### config.mk
export PLATFORM = sky130hd
export DESIGN_NAME = line_box_filter_with_gain_top
export DESIGN_NICKNAME = d
export VERILOG_FILES = /design/src/hdl/lbf_pkg.sv /design/src/hdl/line_box_filter_with_gain_top.sv /design/src/hdl/lbf_window.sv /design/src/hdl/lbf_result.sv
export SDC_FILE = /design/constraint.sdc
export NUM_CORES = 2
export LEC_CHECK = 0
export BUFFER_PORTS_ARGS = -buffer_cell sky130_fd_sc_hd__buf_2
export CORE_UTILIZATION = 35
export DETAILED_ROUTE_END_ITERATION = 12
export PLACE_DENSITY_LB_ADDON = 0.2
export REMOVE_ABC_BUFFERS = 1
export SLEW_MARGIN = 40
export SYNTH_ARGS = -nofsm -noshare
export SYNTH_HDL_FRONTEND = slang
export SYNTH_SLANG_ARGS = --single-unit
### constraint.sdc
create_clock -name clock -period 19.95 [get_ports clock]
set_input_delay 3.99 -clock clock [delete_from_list [all_inputs] [get_ports clock]]
set_output_delay 3.99 -clock clock [all_outputs]
set_load 0.02 [all_outputs]
### src/hdl/lbf_pkg.sv
`timescale 1ns / 1ps
// ----------------------------------------------------------------------------
// Line box filter package
// Widths, register codes, the reciprocal table and the types shared by the
// line box filter modules.
// ----------------------------------------------------------------------------
package lbf_pkg;

   localparam int SAMPLE_W      = 16;
   localparam int GAIN_W        = 8;
   localparam int RADIUS_W      = 5;
   localparam int MAX_RADIUS    = 31;
   localparam int SUM_LINE_LEN  = 2 * MAX_RADIUS + 1;
   localparam int ORIG_LINE_LEN = MAX_RADIUS;
   localparam int SUM_POS_W     = $clog2(SUM_LINE_LEN);
   localparam int ORIG_POS_W    = $clog2(ORIG_LINE_LEN + 1);
   localparam int SUM_W         = 22;
   localparam int RECIP_W       = 17;
   localparam int CSR_INDEX_W   = 1;
   localparam int CSR_DATA_W    = 8;

   typedef enum logic [CSR_INDEX_W-1:0] {
      CSR_RADIUS = 1'b0,
      CSR_GAIN   = 1'b1
   } csr_index_type;

   // Floor of 65536 over the window size, indexed by radius.
   localparam logic [RECIP_W-1:0] RECIP_TABLE [MAX_RADIUS+1] = '{
      17'd65536, 17'd21845, 17'd13107, 17'd9362,  17'd7281,  17'd5957,
      17'd5041,  17'd4369,  17'd3855,  17'd3449,  17'd3120,  17'd2849,
      17'd2621,  17'd2427,  17'd2259,  17'd2114,  17'd1985,  17'd1872,
      17'd1771,  17'd1680,  17'd1598,  17'd1524,  17'd1456,  17'd1394,
      17'd1337,  17'd1285,  17'd1236,  17'd1191,  17'd1149,  17'd1110,
      17'd1074,  17'd1040
   };

   localparam logic [RECIP_W-1:0] RECIP_RESET = 17'd21845;
   localparam logic [RADIUS_W-1:0] RADIUS_RESET = 5'd1;

   typedef struct packed {
      logic push;
      logic clear;
   } win_ctrl_type;

   typedef struct packed {
      logic signed [SUM_W-1:0]    sum;
      logic signed [SAMPLE_W-1:0] orig;
      logic                       last;
   } entry_type;

endpackage

### src/hdl/line_box_filter_with_gain_top.sv
`timescale 1ns / 1ps
// ----------------------------------------------------------------------------
// Line box filter with gain
// Horizontal box filter over a line of signed samples, plus gain times the
// centered sample, with end-of-line flush.
// ----------------------------------------------------------------------------
// Samples enter on the req_ stream, one word per sample, with req_tlast on
// the final sample of a line. Results leave on the rsp_ stream, one word per
// sample, with rsp_tlast on the final result of the line. The csr_ port
// writes the radius and the gain; the user must do so only while the block
// is idle; the block does not enforce it. A radius write also empties the
// window and drops any partial line. Results lag the input by radius
// samples. A result passes the entry register and then the output register
// to rsp_tvalid. One sample is accepted per cycle while req_tready is high.
// After req_tlast the block pushes radius zero samples, one per cycle while
// res_ready is high to flush the rest of the line, holding req_tready low.
// Reset sets the radius to one, the gain to zero and empties the window.
// When the receiver stalls, the output register and the entry register fill
// and then req_tready drops until rsp_tready returns.
// ----------------------------------------------------------------------------
module line_box_filter_with_gain_top (
   input  logic                                  clock,
   input  logic                                  reset,
   input  logic                                  req_tvalid,
   output logic                                  req_tready,
   input  logic [lbf_pkg::SAMPLE_W-1:0]          req_tdata,   // sample
   input  logic                                  req_tlast,   // end_of_line
   output logic                                  rsp_tvalid,
   input  logic                                  rsp_tready,
   output logic [lbf_pkg::SAMPLE_W-1:0]          rsp_tdata,   // value
   output logic                                  rsp_tlast,   // last
   input  logic                                  csr_valid,
   output logic                                  csr_ready,
   input  logic [lbf_pkg::CSR_INDEX_W-1:0]       csr_index,
   input  logic [lbf_pkg::CSR_DATA_W-1:0]        csr_data
);
   import lbf_pkg::*;

   logic [RADIUS_W-1:0]        radius_ff, radius_in;
   logic signed [GAIN_W-1:0]   gain_ff, gain_in;
   logic [RECIP_W-1:0]         recip_ff, recip_in;
   logic [RADIUS_W-1:0]        fill_ff, fill_in;
   logic [RADIUS_W-1:0]        count_ff, count_in;
   logic                       flush_ff, flush_in;
   logic                       req_fire;
   logic                       csr_fire;
   logic                       res_ready;
   logic                       emit;
   logic                       emit_last;
   logic                       line_clear;
   win_ctrl_type               win_ctrl;
   logic signed [SAMPLE_W-1:0] push_sample;
   logic signed [SUM_W-1:0]    sum_next;
   logic signed [SAMPLE_W-1:0] orig;
   entry_type                  entry;

   assign csr_ready  = 1'b1;
   assign csr_fire   = csr_valid && csr_ready;
   assign req_tready = !flush_ff && res_ready;
   assign req_fire   = req_tvalid && req_tready;

   always_comb begin
      radius_in  = radius_ff;
      gain_in    = gain_ff;
      recip_in   = recip_ff;
      fill_in    = fill_ff;
      count_in   = count_ff;
      flush_in   = flush_ff;
      emit       = 1'b0;
      emit_last  = 1'b0;
      line_clear = 1'b0;
      win_ctrl   = '0;

      if (req_fire) begin
         win_ctrl.push = 1'b1;
         emit          = (fill_ff == radius_ff);
         if (fill_ff != radius_ff) begin
            fill_in = fill_ff + RADIUS_W'(1);
         end
         if (req_tlast) begin
            if (radius_ff == '0) begin
               emit_last  = 1'b1;
               line_clear = 1'b1;
            end else begin
               flush_in = 1'b1;
               count_in = radius_ff;
            end
         end
      end else if (flush_ff && res_ready) begin
         win_ctrl.push = 1'b1;
         emit          = (count_ff <= fill_ff);
         emit_last     = (count_ff == RADIUS_W'(1));
         count_in      = count_ff - RADIUS_W'(1);
         if (count_ff == RADIUS_W'(1)) begin
            flush_in   = 1'b0;
            line_clear = 1'b1;
         end
      end

      if (csr_fire) begin
         unique case (csr_index_type'(csr_index))
            CSR_RADIUS: begin
               radius_in  = csr_data[RADIUS_W-1:0];
               recip_in   = RECIP_TABLE[csr_data[RADIUS_W-1:0]];
               line_clear = 1'b1;
            end
            CSR_GAIN: begin
               gain_in = csr_data[GAIN_W-1:0];
            end
         endcase
      end

      if (line_clear) begin
         fill_in = '0;
      end
      win_ctrl.clear = line_clear;
   end

   always_ff @(posedge clock) begin
      if (reset) begin
         radius_ff <= RADIUS_RESET;
         gain_ff   <= '0;
         recip_ff  <= RECIP_RESET;
         fill_ff   <= '0;
         count_ff  <= '0;
         flush_ff  <= 1'b0;
      end else begin
         radius_ff <= radius_in;
         gain_ff   <= gain_in;
         recip_ff  <= recip_in;
         fill_ff   <= fill_in;
         count_ff  <= count_in;
         flush_ff  <= flush_in;
      end
   end

   assign push_sample = req_fire ? $signed(req_tdata) : '0;

   lbf_window u_window (
      .clock    (clock),
      .reset    (reset),
      .ctrl     (win_ctrl),
      .sample   (push_sample),
      .radius   (radius_ff),
      .sum_next (sum_next),
      .orig     (orig)
   );

   assign entry.sum  = sum_next;
   assign entry.orig = orig;
   assign entry.last = emit_last;

   lbf_result u_result (
      .clock     (clock),
      .reset     (reset),
      .in_valid  (win_ctrl.push && emit),
      .in_ready  (res_ready),
      .in_entry  (entry),
      .gain      (gain_ff),
      .recip     (recip_ff),
      .out_valid (rsp_tvalid),
      .out_ready (rsp_tready),
      .out_value (rsp_tdata),
      .out_last  (rsp_tlast)
   );

endmodule

### src/hdl/lbf_window.sv
`timescale 1ns / 1ps
// ----------------------------------------------------------------------------
// Line box filter window
// Two zero-filled delay lines with a radius-dependent insertion point and the
// running window sum.
// ----------------------------------------------------------------------------
module lbf_window (
   input  logic                                  clock,
   input  logic                                  reset,
   input  lbf_pkg::win_ctrl_type                 ctrl,
   input  logic signed [lbf_pkg::SAMPLE_W-1:0]   sample,
   input  logic [lbf_pkg::RADIUS_W-1:0]          radius,
   output logic signed [lbf_pkg::SUM_W-1:0]      sum_next,
   output logic signed [lbf_pkg::SAMPLE_W-1:0]   orig
);
   import lbf_pkg::*;

   logic signed [SAMPLE_W-1:0] sum_line_ff [SUM_LINE_LEN];
   logic signed [SAMPLE_W-1:0] orig_line_ff [ORIG_LINE_LEN];
   logic signed [SUM_W-1:0]    sum_ff;
   logic [SUM_POS_W-1:0]       sum_pos;
   logic [ORIG_POS_W-1:0]      orig_pos;

   // The oldest sample of the window always leaves from the last tap.
   assign sum_pos  = SUM_POS_W'(SUM_LINE_LEN - 1) - {radius, 1'b0};
   assign orig_pos = ORIG_POS_W'(ORIG_LINE_LEN) - ORIG_POS_W'(radius);

   assign sum_next = sum_ff + SUM_W'(sample) - SUM_W'(sum_line_ff[SUM_LINE_LEN-1]);
   assign orig     = (radius == '0) ? sample : orig_line_ff[ORIG_LINE_LEN-1];

   always_ff @(posedge clock) begin
      if (reset || ctrl.clear) begin
         for (int k = 0; k < SUM_LINE_LEN; k++) begin
            sum_line_ff[k] <= '0;
         end
         for (int k = 0; k < ORIG_LINE_LEN; k++) begin
            orig_line_ff[k] <= '0;
         end
         sum_ff <= '0;
      end else if (ctrl.push) begin
         if (sum_pos == '0) begin
            sum_line_ff[0] <= sample;
         end
         for (int k = 1; k < SUM_LINE_LEN; k++) begin
            if (SUM_POS_W'(k) == sum_pos) begin
               sum_line_ff[k] <= sample;
            end else if (SUM_POS_W'(k) > sum_pos) begin
               sum_line_ff[k] <= sum_line_ff[k-1];
            end
         end
         if (orig_pos == '0) begin
            orig_line_ff[0] <= sample;
         end
         for (int k = 1; k < ORIG_LINE_LEN; k++) begin
            if (ORIG_POS_W'(k) == orig_pos) begin
               orig_line_ff[k] <= sample;
            end else if (ORIG_POS_W'(k) > orig_pos) begin
               orig_line_ff[k] <= orig_line_ff[k-1];
            end
         end
         sum_ff <= sum_next;
      end
   end

endmodule

### src/hdl/lbf_result.sv
`timescale 1ns / 1ps
// ----------------------------------------------------------------------------
// Line box filter result stage
// Entry register, scaling of the window sum and the gain product, and the
// output register toward the result channel.
// ----------------------------------------------------------------------------
module lbf_result (
   input  logic                                 clock,
   input  logic                                 reset,
   input  logic                                 in_valid,
   output logic                                 in_ready,
   input  lbf_pkg::entry_type                   in_entry,
   input  logic signed [lbf_pkg::GAIN_W-1:0]    gain,
   input  logic [lbf_pkg::RECIP_W-1:0]          recip,
   output logic                                 out_valid,
   input  logic                                 out_ready,
   output logic [lbf_pkg::SAMPLE_W-1:0]         out_value,
   output logic                                 out_last
);
   import lbf_pkg::*;

   localparam int PROD_W = SUM_W + RECIP_W + 1;
   localparam int GPROD_W = GAIN_W + SAMPLE_W;

   logic                          entry_valid_ff;
   entry_type                     entry_ff;
   logic                          out_valid_ff;
   logic [SAMPLE_W-1:0]           value_ff;
   logic                          last_ff;
   logic                          out_free;
   logic signed [PROD_W-1:0]      avg_prod;
   logic signed [GPROD_W-1:0]     gain_prod;
   logic [SAMPLE_W-1:0]           value_in;

   assign out_free = !out_valid_ff || out_ready;
   assign in_ready = !entry_valid_ff || out_free;

   assign avg_prod  = entry_ff.sum * $signed({1'b0, recip});
   assign gain_prod = gain * entry_ff.orig;
   assign value_in  = gain_prod[SAMPLE_W-1:0] + avg_prod[SAMPLE_W+15:16];

   always_ff @(posedge clock) begin
      if (reset) begin
         entry_valid_ff <= 1'b0;
         out_valid_ff   <= 1'b0;
      end else begin
         if (in_valid && in_ready) begin
            entry_valid_ff <= 1'b1;
         end else if (out_free) begin
            entry_valid_ff <= 1'b0;
         end
         if (out_free) begin
            out_valid_ff <= entry_valid_ff;
         end
      end
   end

   always_ff @(posedge clock) begin
      if (in_valid && in_ready) begin
         entry_ff <= in_entry;
      end
      if (out_free) begin
         value_ff <= value_in;
         last_ff  <= entry_ff.last;
      end
   end

   assign out_valid = out_valid_ff;
   assign out_value = value_ff;
   assign out_last  = last_ff;

endmodule

==> metrics.txt <==
DRC=0; core footprint=around 0.23 sq mm; critical setup path kind=reg2reg; H-tree depth=4; PortBufs=between 40 and 50; Sink Count=around 1600; CTS max path bufs=3; Layout area overhead=11.3%; CP endpoint kind=register; Initial Util=0.353; slew margin rel.=0.414; die height=approximately 480 microns; Die W=~480 microns; Synth Area in XOR/XNOR=0.00927; part of the cycle the worst path needs=0.548; Worst path most repeated cell=fa_1; CP required=a little over 20 ns; Crit-path slowest cell=dfxtp_1; delay-heaviest family, CP=adder cells; Syn. warnings=0; unrepaired setup endpoints after global routing=false; asr flop ratio synth=0; Commonest cells post-synth=1544 x edfxtp_1, 1203 x nand2_1, 809 x a21oi_1, 607 x nor2_1, 520 x inv_1; Buf/Inv on CP=5; drt first pass iters=6; register area=between 0.04 and 0.05 sq mm; Yosys cell types=80; routed vias=around 53000; fmax=91.5 MHz; drt wl/cell=between 20 and 25 microns; CTS resizes=0; CP Launch Type=register; Post-Syn Area per Cell=about 11 sq um; global-route wire length before repair=approximately 350000 microns; total grt overflow=0; setup TNS=0 ns; CP Data Arrival Time=approximately 11 ns; Clock transition at path regs=around 0.060 ns; Seq cells post-synth=roughly 1600; post-synthesis mux area share=0.000631; DR vias/cell=between 5 and 6; total wire length=about 230000 microns; Fin. Hold Viols=0; adder-cell share of the synthesized area=0.118; Synth Instances=just over 7000; most common cell in the synthesized netlist=edfxtp_1; initial antenna violation count=8; # nets final=7643; CTS tree=yes; largest net degree at the start of global routing=190; hold-fix buffers at CTS=0; multi-input logic area=between 0.03 and 0.04 sq mm; Worst-Margin Slew=0.876 ns; FP Rows=176; Worst Hold Class=reg2reg; # setup viols final=0; Pins Over Slew Limit=0; CP max stage delay=~0.85 ns; largest family of logic cells by synthesized area=simple AND/OR/NAND/NOR gates; Max-cap violations=0; vias in the first global route=roughly 54000; top post-synthesis cells by area=edfxtp_1 57%, fa_1 9.4%, nand2_1 5.6%, a21oi_1 5.0%, and2_1 3.3%; Final ANT Viol Nets=0; Tot GR Track Use=0.197; Ports=51; EDFF count, synth=approximately 1500; total die area=0.234 sq mm; Synth Area in Compound Gates=0.103; DP HPWL=154000 microns; Worst-Skew Late Latency=about 0.80 ns; layout cells sized above 1=0.0783; clock root cell=clkbuf_16; CP Max Fanout=23; Final GP Congestion=0.837; Synth Cell Area=just over 0.08 sq mm; Layout Skew=0.0351 ns; simple-gate area share of the yosys netlist=0.134; area leader, netlist=edfxtp_1; post-synth top area share=0.570; initial DRC count=slightly above 4000; post-layout min period=roughly 11 ns; total setup buffers inserted after CTS=0; Num CTS Buffers=170; outcome=finished clean; fill cell count=22164; sequential share of the synthesized area=0.586; Top FF cell, synth=edfxtp_1
## layout by cell type, fill, tap and decap left out, types with 10 or more instances in the layout
| master | Yosys | layout |
|---|---|---|
| and3_1 | 87 | 86 |
| nor2_1 | 607 | 591 |
| a22o_1 | 99 | 99 |
| xnor2_1 | 66 | 66 |
| o21ai_0 | 335 | 312 |
| xor2_1 | 20 | 20 |
| clkinv_1 | 2 | 49 |
| nand2b_1 | 16 | 13 |
| and2_1 | 435 | 426 |
| inv_2 | 1 | 17 |
| clkinv_2 | 0 | 25 |
| nor2b_1 | 19 | 19 |
| nand2_1 | 1203 | 1179 |
| clkbuf_1 | 397 | 42 |
| and2_2 | 0 | 10 |
| o31ai_1 | 19 | 19 |
| o21ai_2 | 1 | 17 |
| ha_1 | 151 | 151 |
| fa_1 | 383 | 383 |
| a21o_1 | 109 | 109 |
| buf_2 | 70 | 49 |
| edfxtp_1 | 1544 | 1544 |
| nand2_2 | 0 | 21 |
| nor3_1 | 14 | 14 |
| clkbuf_16 | 0 | 173 |
| nor2_4 | 1 | 19 |
| o21a_1 | 25 | 25 |
| nand3_1 | 23 | 21 |
| o21ai_1 | 12 | 14 |
| inv_1 | 520 | 504 |
| a21oi_1 | 809 | 804 |
| buf_4 | 5 | 144 |
| dfxtp_1 | 64 | 57 |
## cells by family (layout without fill, tap and decap cells)
logic type                 count (synthesis)  count (layout)
and+or+nand+nor                         2459            2459
DFF                                     1608            1608
AOI/OAI and AO/OA                       1478            1478
buffers and inverters                   1026            1043
adders and majority gates                534             534
xor gates and xnor gates                  86              86
muxes                                      5               5
other                                      1               5
## sequential cells by signal, indices dropped and copies added, names as in the netlist
| register | count |
|---|---|
| radius_ff | 5 |
| u_window.sum_line_ff | 992 |
| u_result.out_valid | 1 |
| u_result.out_value | 16 |
| u_window.sum_ff | 22 |
| u_result.entry_ff | 39 |
| fill_ff | 5 |
| u_result.entry_valid_ff | 1 |
| recip_ff | 16 |
| u_result.out_last | 1 |
| gain_ff | 8 |
| u_window.orig_line_ff | 496 |
| flush_ff | 1 |
| count_ff | 5 |
## layer usage
layer | track usage | vias up | wire (microns)
met2 | 0.338 | 1278 | 115000
met3 | 0.0247 | 311 | 10300
met1 | 0.261 | 26825 | 100000
li1 | - | 24238 | -
met5 | 0 | - | 0
met4 | 0.0509 | 0 | 5780
## path summary, 6_finish.rpt
check / startpoint / end / slack (ns) / depth (start not counted)
worst max-delay path: recip_ff[3] / u_result.out_value[15] / 9.03 / 36
worst min-delay path: u_window.sum_ff[12] / u_window.sum_ff[12] / 0.45 / 2
worst max register to register: recip_ff[3] / u_result.out_value[15] / 9.03 / 36
worst min register to register: u_window.sum_ff[12] / u_window.sum_ff[12] / 0.45 / 2
## worst reg2reg max path: cells and delay by family, from the launching register on
kind,cells,cell delay (ns)
adder cells (fa/ha/maj),13,5.52
buffers and inverters,5,0.30
flip-flops,1,0.85
AND/OR/NAND/NOR,5,0.75
AO/OA/AOI/OAI,11,3.01
XOR/XNOR,2,0.28
## layout make-up
class | count | share of cell area
diodes | 4 | 0.000111
clock buffers | 215 | 0.0496
clock inverters | 93 | 0.00829
inverters | 523 | 0.0217
multi-input cells | 4563 | 0.333
flip-flops and latches | 1608 | 0.527
well taps | 3026 | 0.0419
repair buffers | 212 | 0.0187
## per-stage QoR
| stage | hold WS, ns | worst slack (ns) | instance area [sq um] | utilization | std cells |
|---|---|---|---|---|---|
| final | 0.453 | 9.03 | 90400 | 0.393 | 10244 |
| after global routing | 0.471 | 8.37 | 90400 | 0.393 | 10240 |
| after CTS | 0.454 | 9.01 | 90400 | 0.392 | 10239 |
| after detailed placement | 0.446 | 8.97 | 85100 | 0.370 | 9931 |
| after global placement | 0.441 | 8.69 | 84700 | 0.368 | 9915 |
| after floorplan | 0.400 | 0.00387 | 79200 | - | 6694 |
Power is not shown: default switching activity piles up to over one toggle a cycle in this logic, so the estimate is an artifact.
